<file path="src/rtl/bvh_pkg.sv">
// Shared types, constants and helper functions for the bucketed value histogram.
package bvh_pkg;

    // Sizing
    localparam int NUM_BOUNDS  = 7;
    localparam int COUNT_WIDTH = 32;
    localparam int NUM_BUCKETS = NUM_BOUNDS + 1;
    localparam int BKT_ADDR_W  = (NUM_BUCKETS > 1) ? $clog2(NUM_BUCKETS) : 1;

    // Fixed field widths
    localparam int OP_W     = 2;
    localparam int SAMPLE_W = 32;
    localparam int SEL_W    = 3;
    localparam int OUT_W    = 32;
    localparam int SUM_W    = 48;
    localparam int CFG_IDX_W  = 3;
    localparam int CFG_DATA_W = 32;

    localparam logic [COUNT_WIDTH-1:0] COUNT_MAX = '1;
    localparam logic [SUM_W-1:0]       SUM_MAX   = '1;
    localparam logic [63:0]            OUT_MAX64 = 64'h0000_0000_FFFF_FFFF;

    // Operation codes
    localparam logic [OP_W-1:0] OP_OBSERVE = 2'd0;
    localparam logic [OP_W-1:0] OP_READ    = 2'd1;
    localparam logic [OP_W-1:0] OP_CLEAR   = 2'd2;

    // Configuration register indexes
    localparam logic [CFG_IDX_W-1:0] CFG_BOUNDS_IN_USE = 3'd0;
    localparam logic [CFG_IDX_W-1:0] CFG_BOUND_0       = 3'd1;

    typedef logic [SAMPLE_W-1:0] t_bound;

    typedef struct packed {
        logic [OP_W-1:0]     operation;
        logic [SAMPLE_W-1:0] sample;
        logic [SEL_W-1:0]    bucket_select;
    } t_in_item;

    typedef struct packed {
        logic [SEL_W-1:0] bin_index;
        logic [OUT_W-1:0] bin_count;
        logic [OUT_W-1:0] total_count;
        logic [SUM_W-1:0] total_sum;
    } t_out_item;

    // Classification result passed from the classifier to the counter core
    typedef struct packed {
        logic [SEL_W-1:0] hit;
    } t_class;

    // Clamp a counter value to the 32-bit output range
    function automatic logic [OUT_W-1:0] clamp_out(input logic [COUNT_WIDTH-1:0] v);
        logic [63:0] wide;
        wide = 64'(v);
        if (wide > OUT_MAX64) begin
            return '1;
        end
        return OUT_W'(wide);
    endfunction

endpackage

</file>
<file path="src/rtl/bucketed_value_histogram.sv">
// Bucketed value histogram: top level with handshake, configuration and result registers.
// Takes one transaction per clock while the output is not stalled: a transaction is held
// in the input register while its bucket count is read, updated and written back, and its
// result is then loaded into the output register, which offers it downstream.
// The read-modify-write of the bucket counts and totals sets the rate of one transaction
// per cycle while the result can advance. The output register holds a result while the
// downstream side stalls and the input side keeps accepting as long as the result can
// advance. Bounds are compared as written; software must write them in ascending order,
// which the block itself does not enforce.
module bucketed_value_histogram (
    input  logic                              i_clk,
    input  logic                              i_rst_n,
    input  logic                              i_in_valid,
    output logic                              o_in_ready,
    input  bvh_pkg::t_in_item                 i_in_item,
    output logic                              o_out_valid,
    input  logic                              i_out_ready,
    output bvh_pkg::t_out_item                o_out_item,
    input  logic                              i_cfg_wr_en,
    input  logic [bvh_pkg::CFG_IDX_W-1:0]     i_cfg_index,
    input  logic [bvh_pkg::CFG_DATA_W-1:0]    i_cfg_data
);

    logic                          r_bounds_in_use_v;
    logic [bvh_pkg::SEL_W-1:0]     r_bounds_in_use;
    bvh_pkg::t_bound               r_bounds [bvh_pkg::NUM_BOUNDS];

    logic                          r_in_valid;
    bvh_pkg::t_in_item             r_in_item;
    logic                          r_out_valid;
    bvh_pkg::t_out_item            r_out_item;

    logic                          w_fire;
    logic [bvh_pkg::SEL_W-1:0]     w_active;
    bvh_pkg::t_class               w_class;
    bvh_pkg::t_out_item            w_result;

    // Configuration registers
    always_ff @(posedge i_clk) begin
        if (!i_rst_n) begin
            r_bounds_in_use   <= bvh_pkg::SEL_W'(7);
            r_bounds_in_use_v <= 1'b1;
            for (int i = 0; i < bvh_pkg::NUM_BOUNDS; i++) begin
                r_bounds[i] <= '0;
            end
        end else if (i_cfg_wr_en) begin
            if (i_cfg_index == bvh_pkg::CFG_BOUNDS_IN_USE) begin
                r_bounds_in_use   <= i_cfg_data[bvh_pkg::SEL_W-1:0];
                r_bounds_in_use_v <= 1'b1;
            end
            for (int i = 0; i < bvh_pkg::NUM_BOUNDS; i++) begin
                if (i_cfg_index == bvh_pkg::CFG_BOUND_0 + bvh_pkg::CFG_IDX_W'(i)) begin
                    r_bounds[i] <= i_cfg_data[bvh_pkg::SAMPLE_W-1:0];
                end
            end
        end
    end

    // Limit the active bound count to the bounds that exist
    always_comb begin
        w_active = (r_bounds_in_use > bvh_pkg::SEL_W'(bvh_pkg::NUM_BOUNDS))
                 ? bvh_pkg::SEL_W'(bvh_pkg::NUM_BOUNDS) : r_bounds_in_use;
    end

    // Advance when the result register is free or being drained
    assign w_fire      = r_in_valid && (!r_out_valid || i_out_ready);
    assign o_in_ready  = !r_in_valid || w_fire;
    assign o_out_valid = r_out_valid;
    assign o_out_item  = r_out_item;

    // Input register
    always_ff @(posedge i_clk) begin
        if (!i_rst_n) begin
            r_in_valid <= 1'b0;
        end else if (o_in_ready) begin
            r_in_valid <= i_in_valid;
        end
    end

    always_ff @(posedge i_clk) begin
        if (o_in_ready && i_in_valid) begin
            r_in_item <= i_in_item;
        end
    end

    // Result register
    always_ff @(posedge i_clk) begin
        if (!i_rst_n) begin
            r_out_valid <= 1'b0;
        end else if (w_fire) begin
            r_out_valid <= 1'b1;
        end else if (i_out_ready) begin
            r_out_valid <= 1'b0;
        end
    end

    always_ff @(posedge i_clk) begin
        if (w_fire) begin
            r_out_item <= w_result;
        end
    end

    bvh_classify u_classify (
        .i_sample (r_in_item.sample),
        .i_active (w_active),
        .i_bounds (r_bounds),
        .o_class  (w_class)
    );

    bvh_core u_core (
        .i_clk    (i_clk),
        .i_rst_n  (i_rst_n),
        .i_fire   (w_fire),
        .i_item   (r_in_item),
        .i_class  (w_class),
        .i_active (w_active),
        .o_result (w_result)
    );

    // The bound count register always holds a value once out of reset
    a_cfg_live: assert property (@(posedge i_clk) disable iff (!i_rst_n)
        r_bounds_in_use_v && (w_active <= bvh_pkg::SEL_W'(bvh_pkg::NUM_BOUNDS)))
        else $error("active bound count out of range");

    // A result waiting on a stalled output is not overwritten
    a_out_hold: assert property (@(posedge i_clk) disable iff (!i_rst_n)
        (r_out_valid && !i_out_ready) |-> !w_fire)
        else $error("result register overwritten while stalled");

    // A transaction that advances reaches the result register in the next cycle
    a_pass: assert property (@(posedge i_clk) disable iff (!i_rst_n)
        w_fire |=> r_out_valid)
        else $error("advanced transaction produced no result");

endmodule

</file>
<file path="src/rtl/bvh_classify.sv">
// Bucket classifier: compares a sample against the active bounds in parallel.
module bvh_classify (
    input  logic [bvh_pkg::SAMPLE_W-1:0] i_sample,
    input  logic [bvh_pkg::SEL_W-1:0]    i_active,
    input  bvh_pkg::t_bound              i_bounds [bvh_pkg::NUM_BOUNDS],
    output bvh_pkg::t_class              o_class
);

    logic [bvh_pkg::NUM_BOUNDS-1:0] w_le;

    // Flag every active bound that the sample does not exceed
    always_comb begin
        for (int i = 0; i < bvh_pkg::NUM_BOUNDS; i++) begin
            w_le[i] = (bvh_pkg::SEL_W'(i) < i_active) && (i_sample <= i_bounds[i]);
        end
    end

    // Pick the lowest flagged bucket, else the overflow bucket
    always_comb begin
        o_class.hit = i_active;
        for (int i = bvh_pkg::NUM_BOUNDS - 1; i >= 0; i--) begin
            if (w_le[i]) begin
                o_class.hit = bvh_pkg::SEL_W'(i);
            end
        end
    end

endmodule

</file>
<file path="src/rtl/bvh_core.sv">
// Counter core: bucket counts, total count and sum with their update logic.
module bvh_core (
    input  logic                         i_clk,
    input  logic                         i_rst_n,
    input  logic                         i_fire,
    input  bvh_pkg::t_in_item            i_item,
    input  bvh_pkg::t_class              i_class,
    input  logic [bvh_pkg::SEL_W-1:0]    i_active,
    output bvh_pkg::t_out_item           o_result
);

    logic [bvh_pkg::COUNT_WIDTH-1:0] r_counts [bvh_pkg::NUM_BUCKETS];
    logic [bvh_pkg::COUNT_WIDTH-1:0] r_sample_count;
    logic [bvh_pkg::SUM_W-1:0]       r_sample_sum;

    logic [bvh_pkg::COUNT_WIDTH-1:0] n_bucket;
    logic [bvh_pkg::COUNT_WIDTH-1:0] n_sample_count;
    logic [bvh_pkg::SUM_W-1:0]       n_sample_sum;

    logic                            w_observe;
    logic                            w_clear;
    logic [bvh_pkg::SEL_W-1:0]       w_addr;
    logic                            w_in_range;
    logic [bvh_pkg::COUNT_WIDTH-1:0] w_cur;
    logic [bvh_pkg::SUM_W:0]         w_sum_ext;

    // Decode the operation; the spare code reads
    always_comb begin
        w_observe = 1'b0;
        w_clear   = 1'b0;
        case (i_item.operation)
            bvh_pkg::OP_OBSERVE: w_observe = 1'b1;
            bvh_pkg::OP_CLEAR:   w_clear   = 1'b1;
            default:             ;
        endcase
    end

    // Read the addressed bucket count
    always_comb begin
        w_addr     = w_observe ? i_class.hit : i_item.bucket_select;
        w_in_range = (w_addr <= i_active);
        w_cur      = r_counts[w_addr[bvh_pkg::BKT_ADDR_W-1:0]];
    end

    // Saturating increments and saturating sum
    always_comb begin
        n_bucket       = (w_cur == bvh_pkg::COUNT_MAX) ? w_cur
                       : w_cur + bvh_pkg::COUNT_WIDTH'(1);
        n_sample_count = (r_sample_count == bvh_pkg::COUNT_MAX) ? r_sample_count
                       : r_sample_count + bvh_pkg::COUNT_WIDTH'(1);
        w_sum_ext      = (bvh_pkg::SUM_W + 1)'(r_sample_sum)
                       + (bvh_pkg::SUM_W + 1)'(i_item.sample);
        n_sample_sum   = w_sum_ext[bvh_pkg::SUM_W] ? bvh_pkg::SUM_MAX
                       : w_sum_ext[bvh_pkg::SUM_W-1:0];
    end

    // Form the result transaction
    always_comb begin
        if (w_observe) begin
            o_result.bin_index   = i_class.hit;
            o_result.bin_count   = bvh_pkg::clamp_out(n_bucket);
            o_result.total_count = bvh_pkg::clamp_out(n_sample_count);
            o_result.total_sum   = n_sample_sum;
        end else if (w_clear) begin
            o_result.bin_index   = i_item.bucket_select;
            o_result.bin_count   = '0;
            o_result.total_count = '0;
            o_result.total_sum   = '0;
        end else begin
            o_result.bin_index   = i_item.bucket_select;
            o_result.bin_count   = w_in_range ? bvh_pkg::clamp_out(w_cur) : '0;
            o_result.total_count = bvh_pkg::clamp_out(r_sample_count);
            o_result.total_sum   = r_sample_sum;
        end
    end

    // Commit the state update when the transaction advances
    always_ff @(posedge i_clk) begin
        if (!i_rst_n) begin
            for (int i = 0; i < bvh_pkg::NUM_BUCKETS; i++) begin
                r_counts[i] <= '0;
            end
            r_sample_count <= '0;
            r_sample_sum   <= '0;
        end else if (i_fire) begin
            if (w_clear) begin
                for (int i = 0; i < bvh_pkg::NUM_BUCKETS; i++) begin
                    r_counts[i] <= '0;
                end
                r_sample_count <= '0;
                r_sample_sum   <= '0;
            end else if (w_observe) begin
                r_counts[w_addr[bvh_pkg::BKT_ADDR_W-1:0]] <= n_bucket;
                r_sample_count <= n_sample_count;
                r_sample_sum   <= n_sample_sum;
            end
        end
    end

    // A clear leaves the totals at zero
    a_clear_zeroes: assert property (@(posedge i_clk) disable iff (!i_rst_n)
        (i_fire && w_clear) |=> (r_sample_count == '0 && r_sample_sum == '0))
        else $error("totals not zero after clear");

    // An unsaturated observe advances the total count by one
    a_count_step: assert property (@(posedge i_clk) disable iff (!i_rst_n)
        (i_fire && w_observe && r_sample_count != bvh_pkg::COUNT_MAX)
        |=> (r_sample_count == $past(r_sample_count) + bvh_pkg::COUNT_WIDTH'(1)))
        else $error("total count did not advance on observe");

    // Without an advancing transaction the sum holds
    a_sum_hold: assert property (@(posedge i_clk) disable iff (!i_rst_n)
        !i_fire |=> $stable(r_sample_sum))
        else $error("sum changed without a transaction");

    // An observe never hits a bucket above the overflow bucket
    a_hit_range: assert property (@(posedge i_clk) disable iff (!i_rst_n)
        (i_fire && w_observe) |-> (i_class.hit <= i_active))
        else $error("observe hit beyond overflow bucket");

endmodule

</file>
<file path="config.mk">
export PLATFORM = sky130hd
export DESIGN_NAME = bucketed_value_histogram
export DESIGN_NICKNAME = d
export VERILOG_FILES = /design/src/rtl/bvh_pkg.sv /design/src/rtl/bucketed_value_histogram.sv /design/src/rtl/bvh_classify.sv /design/src/rtl/bvh_core.sv
export SDC_FILE = /design/constraint.sdc
export NUM_CORES = 2
export LEC_CHECK = 0
export ABC_CLOCK_PERIOD_IN_PS = 7400
export BUFFER_PORTS_ARGS = -buffer_cell sky130_fd_sc_hd__buf_2
export CAP_MARGIN = 20
export CORE_MARGIN = 2
export CORE_UTILIZATION = 57
export CTS_BUF_LIST = sky130_fd_sc_hd__clkbuf_4
export DETAILED_ROUTE_END_ITERATION = 7
export HOLD_SLACK_MARGIN = 0.05
export PLACE_DENSITY = 0.77
export SYNTH_ARGS = -nofsm -noshare
export SYNTH_HDL_FRONTEND = slang
export SYNTH_SLANG_ARGS = --single-unit
</file>
<file path="constraint.sdc">
create_clock -name i_clk -period 7.4 [get_ports i_clk]
set_clock_uncertainty 0.15 [all_clocks]
set_input_delay 1.48 -clock i_clk [delete_from_list [all_inputs] [get_ports i_clk]]
set_output_delay 1.48 -clock i_clk [all_outputs]
set_load 0.02 [all_outputs]
</file>
After elaboration in Yosys (flattened, before gate mapping)
Memories as Yosys holds them, arrays and structs flattened.
Cells that the tools add are included.
{"block": "totals", "ff_bits": 461, "mem_bits_rw": 256, "inputBits": 77, "output_inout_bits": 117, "wordCells": 128, "mem_count": 1}
{"name": "u_core.r_counts", "depth": 8, "word_bits": 32, "rd": 1, "rd_ports_with_merged_regs": 0, "wr": 8, "line_no": "bvh_core.sv:12", "source": "logic [bvh_pkg::COUNT_WIDTH-1:0] r_counts [bvh_pkg::NUM_BUCKETS];"}
{"block": "classes", "addsub": 3, "order_cmp": 16, "eq_ne": 10, "muxes": 44, "bitwise": 8, "reduce_logical": 27}
{"cell": "$mux 32", "count": 14}
{"cell": "$le 32x32->1", "count": 7}
{"cell": "$mux 48", "count": 3}
{"cell": "$mux 115", "count": 1}
{"cell": "$mux 112", "count": 1}
{"cell": "$add 32x1->32 const B", "count": 2}
{"cell": "$eq 32x32->1 const B", "count": 2}
{"cell": "$add 48x32->49", "count": 1}
{"cell": "$reduce_or 32->1", "count": 1}
{"cell": "$mux 3", "count": 10}
{"cell": "$reduce_and 2->1", "count": 9}
{"cell": "$mux 1", "count": 15}
{"cell": "$eq 3x3->1 const B", "count": 4}
{"cell": "$logic_and 1x1->1", "count": 9}
{"cell": "$lt 3x3->1 const A", "count": 3}
{"cell": "$or 1x1->1", "count": 8}
{"cell": "$eq 3x2->1 const B", "count": 2}
{"cell": "$lt 1x3->1 const A", "count": 2}
{"cell": "$lt 2x3->1 const A", "count": 2}
{"cell": "$reduce_bool 2->1", "count": 2}
{"cell": "$eq 3x1->1 const B", "count": 1}
{"cell": "$gt 3x3->1 const B", "count": 1}
{"cell": "$le 3x3->1", "count": 1}
{"cell": "$logic_not 3->1", "count": 1}
{"cell": "4 further kinds", "count": 6}

Logic depth before layout (Yosys ltp)
{"block": "logic_depth", "depth_word": 16, "mapped_depth": 27, "mapped_depth_nobuf": 20}

By module
From an unflattened synthesis, not the netlist that was laid out.
{"block": "hier_totals", "cells_unflattened": 3797, "area_unflattened_um2": 38097.8}
{"module": "bvh_core", "n_inst": 1, "cells_per_inst": 2036, "area_each_um2": 19286.0, "seq_area_each_um2": 9288.9}
{"module": "bucketed_value_histogram", "n_inst": 1, "cells_per_inst": 945, "area_each_um2": 13003.7, "seq_area_each_um2": 9148.8}
{"module": "bvh_classify", "n_inst": 1, "cells_per_inst": 816, "area_each_um2": 5808.1, "seq_area_each_um2": 0.0}

Worst setup path after synthesis
Ideal clock, no wire load.
{"block": "synth_path", "path_type": "in2reg", "startpoint": "input port i_out_ready", "endpoint": "memory u_core.r_counts[3][0] (netlist bit), enable pin", "setup_ps": 389, "t_arrival_ps": 7472, "required_time_ps": 6861, "path_slack_ps": -611, "path_stages": 10, "n_path_buf": 2, "path_cell_list": "nor2b_1 > nor2b_1 > clkbuf_1 > nand2_1 > nor2_1 > nand2_1 > nor2_1 > nand3_1 > clkbuf_1 > nand2_1"}
{"element": "start, declared", "line_no": "bucketed_value_histogram.sv:17", "source": "input logic i_out_ready,"}
{"element": "end, declared", "line_no": "bvh_core.sv:12"}

==> reports/metrics.cfg <==
[outcome]
outcome=completed

[sta]
timing_max_transition_violations_final=0
final_min_period_over_clock_period_pct=94.3
final.min_clock_period_ns=6.98
final-hold-violation-count=0
fmax_mhz=143
timing.slew.headroom_pct=22.4
grt_setup_unrepaired=no
timing_worst_slew_pin_value_ns=1.16
setup-tns-final_ns=0
report.final.setup_viol=0

[cts]
post_cts_hold_buffer_count=0
cts_buffers=183
cts_tree=done
cts_htree_levels=4
max_root_sink_buffers=3
clkTransAtPathRegs_ns=0.07
ctsRootBufferMaster=sky130_fd_sc_hd__clkbuf_4
insertion_delay_ns=1.07
cts_sinks=717

[synth]
post-synth-top-area-fraction_pct=32.4
netlist_instances=3951
syn_area_um2=37800
synth_top_family_by_area=simple AND/OR/NAND/NOR gates
asyncSetResetFlopFracSynth_pct=0
synth_sequential_area_ratio_pct=48.7
synth_compound_gate_area_share_pct=13.8
muxShareOfSynthArea_pct=6.40
synth-warning-count=0
synth_top_cells_by_area=sky130_fd_sc_hd__edfxtp_1 32%, sky130_fd_sc_hd__dfxtp_1 16%, sky130_fd_sc_hd__ha_1 8.7%
ys_dominant_reg_cell=sky130_fd_sc_hd__edfxtp_1
synthDominantAreaCellType=sky130_fd_sc_hd__edfxtp_1
adder_cell_share_of_the_synthesized_area_pct=8.72
post_synth_and_or_nand_nor_area_fraction_pct=15.9
synth-seq-cells=717
post_synth_num_cell_types=101
postSynthNetCount=4291
synth_enable_flop_cells=408
synthesis.area_per_instance_um2=9.58
synth-xor-area-share_pct=1.19

[routing]
routed_via_count=31281
initialDrtViolationCount=3458
drt_wl_total_um=109000
postRouteAntennaNets=0
detail_route.first_pass.iterations=6
routed_wire_length_per_instance_um=21.0
post_drt_via_cell_ratio=5.99
post-route-drc-count=0

[worst_setup_path]
critical_path.startpoint_type=register
end_kind=register
worst-endpoint-arrival_ns=7.58
path_max_fanout=36
path_class=reg2reg
critPathLaunch=r_in_item[34]
worst_r2r_startpoint=r_in_item[34]
cp_data_required_time_ns=8.00

[final_layout]
finish.utilization_pct=64.0
area_of_the_multi_input_gates_um2=17500
areaGrowthSynthToFinish_pct=11.2
filler_cell_count=5357
num-nets-final=4544
final_cell_mix=627 x sky130_fd_sc_hd__nand2_1, 408 x sky130_fd_sc_hd__edfxtp_1, 403 x sky130_fd_sc_hd__nor2_1
final_layout_size_suffix_gt1_share_pct=15.2
seq_area_um2=18400
commonest_non_fill_non_tap_cell_in_the_layout=sky130_fd_sc_hd__nand2_1
final_design_area_no_fill_um2=42100

[global_route]
global_route_wire_length_before_repair_um=167000
track_usage_pct=31.7
largest_net_degree_at_the_start_of_global_routing=144
initial_antenna_violation_count=8
number_of_global_route_vias_before_repair=29518
overflow=0

[placed_design]
gp_routability_congestion=0.979
dp_hpwl_um=71800
placed_cell_area_um2=39600
numPortBuffers=193

[worst_hold_path]
min_from=r_bounds[16]
holdCritPathClass=reg2reg

[flow_run]
cap_viol_max_count=0

[die]
floorplan.initialDensity_pct=57.6
rows=94
core_region_area_um2=65700
die-area_um2=68500
design.portCount=194
chipWidth_um=262
die_height_um=262

[power_and_ir_drop]
power-per-cell-area_nw_per_um2=217
power.leakage_uw=0.0163
vdd_drop_max_mv=0.161

-- registers in the layout, indices dropped and copies added, names as in the netlist --
| signal | count |
|---|---|
| o_out_item | 115 |
| r_bounds | 224 |
| o_out_valid | 1 |
| r_bounds_in_use | 3 |
| u_core.r_counts | 256 |
| r_in_item | 37 |
| u_core.r_sample_count | 32 |
| r_in_valid | 1 |
| u_core.r_sample_sum | 48 |
-- stage by stage --
stage | hold slack [ns] | total power [uW] | std cells | setup WS, ns
2_1_floorplan | 0.286 | 5310 | 3951 | 1.43
3_3_place_gp | 0.291 | 5690 | 4879 | 0.595
3_5_place_dp | 0.296 | 5710 | 4879 | 0.451
4_1_cts | 0.305 | 9150 | 5211 | 0.381
5_1_grt | 0.318 | 9490 | 5223 | 0.0388
6_report | 0.304 | 9140 | 5223 | 0.420
-- synthesized netlist by cell type (40+ instances only) --
cell and instances:
sky130_fd_sc_hd__nand2_1 630, sky130_fd_sc_hd__nor2_1 411, sky130_fd_sc_hd__edfxtp_1 408, sky130_fd_sc_hd__a21oi_1 385, sky130_fd_sc_hd__dfxtp_1 309, sky130_fd_sc_hd__inv_1 263
sky130_fd_sc_hd__ha_1 262, sky130_fd_sc_hd__mux2i_1 219, sky130_fd_sc_hd__clkbuf_1 165, sky130_fd_sc_hd__o21ai_0 140, sky130_fd_sc_hd__nand3_1 60, sky130_fd_sc_hd__nor3_1 59
sky130_fd_sc_hd__nand4_1 51, sky130_fd_sc_hd__a21o_1 40
-- final timing paths --
| kind | endpoint | slack [ns] | cells after the start |
|---|---|---|---|
| worst min-delay path | r_bounds[16] | 0.30 | 2 |
| worst min register to register | r_bounds[16] | 0.30 | 2 |
| worst max-delay path | o_out_item[80] | 0.42 | 19 |
| worst max register to register | o_out_item[80] | 0.42 | 19 |
-- area by class of cell --
class | count | area share [%]
Clock buffer | 275 | 4.91
Sequential cell | 717 | 43.8
Clock inverter | 57 | 0.797
Antenna cell | 8 | 0.0476
Timing Repair Buffer | 277 | 3.99
Multi-Input combinational cell | 2760 | 41.5
Tap cell | 864 | 2.57
Inverter | 265 | 2.38
-- routing by layer --
metal | wire length (um) | part of all wire (%) | global-route usage (%) | vias to the layer above
li1 | - | - | - | 14607
met1 | 45900 | 42 | 44.5 | 14824
met2 | 48400 | 44 | 48.2 | 1630
met3 | 12200 | 11 | 7.27 | 212
met4 | 3000 | 2.7 | 11.6 | 8
met5 | 51 | 0.047 | 0 | -
-- cell families after synthesis --
family | after synthesis
multiplexers | 239
AO/OA/AOI/OAI | 842
adder cells (fa/ha/maj) | 263
AND/OR/NAND/NOR | 1368
flip-flops | 717
buffers and inverters | 474
XOR/XNOR | 48
-- where the power goes --
part	leakage, uW	total, uW	switching, uW	internal, uW
Combinational	0.00825	1200	797	406
Clock	0.00142	3490	1680	1810
Sequential	0.00662	4450	87.2	4370
Total	0.0163	9140	2560	6580
-- what timing repair did --
item / 4_1_cts / 5_1_grt
setup buffers: 0 / 1
endpoints found under the setup margin: 0 / 2
gates resized for setup: 0 / 1
-- worst max-delay path, cell delays in order, from the launching register on --
cell and delay (ns):
sky130_fd_sc_hd__edfxtp_1 0.60, sky130_fd_sc_hd__ha_1 0.39, sky130_fd_sc_hd__nand4_1 0.21, sky130_fd_sc_hd__or3_1 0.50
sky130_fd_sc_hd__nor4_2 0.49, sky130_fd_sc_hd__a21boi_1 0.26, sky130_fd_sc_hd__o21ai_2 0.10, sky130_fd_sc_hd__a311oi_1 0.25
sky130_fd_sc_hd__o211ai_1 0.22, sky130_fd_sc_hd__nand2_4 0.48, sky130_fd_sc_hd__buf_12 0.35, sky130_fd_sc_hd__mux2i_1 0.24
sky130_fd_sc_hd__mux2i_1 0.11, sky130_fd_sc_hd__buf_4 0.17, sky130_fd_sc_hd__or4_4 0.60, sky130_fd_sc_hd__nor4_4 0.22
sky130_fd_sc_hd__buf_4 0.31, sky130_fd_sc_hd__nand3_4 0.16, sky130_fd_sc_hd__xnor2_1 0.60, sky130_fd_sc_hd__o22ai_1 0.18
No activity file was read; power rests on OpenSTA's default activity.
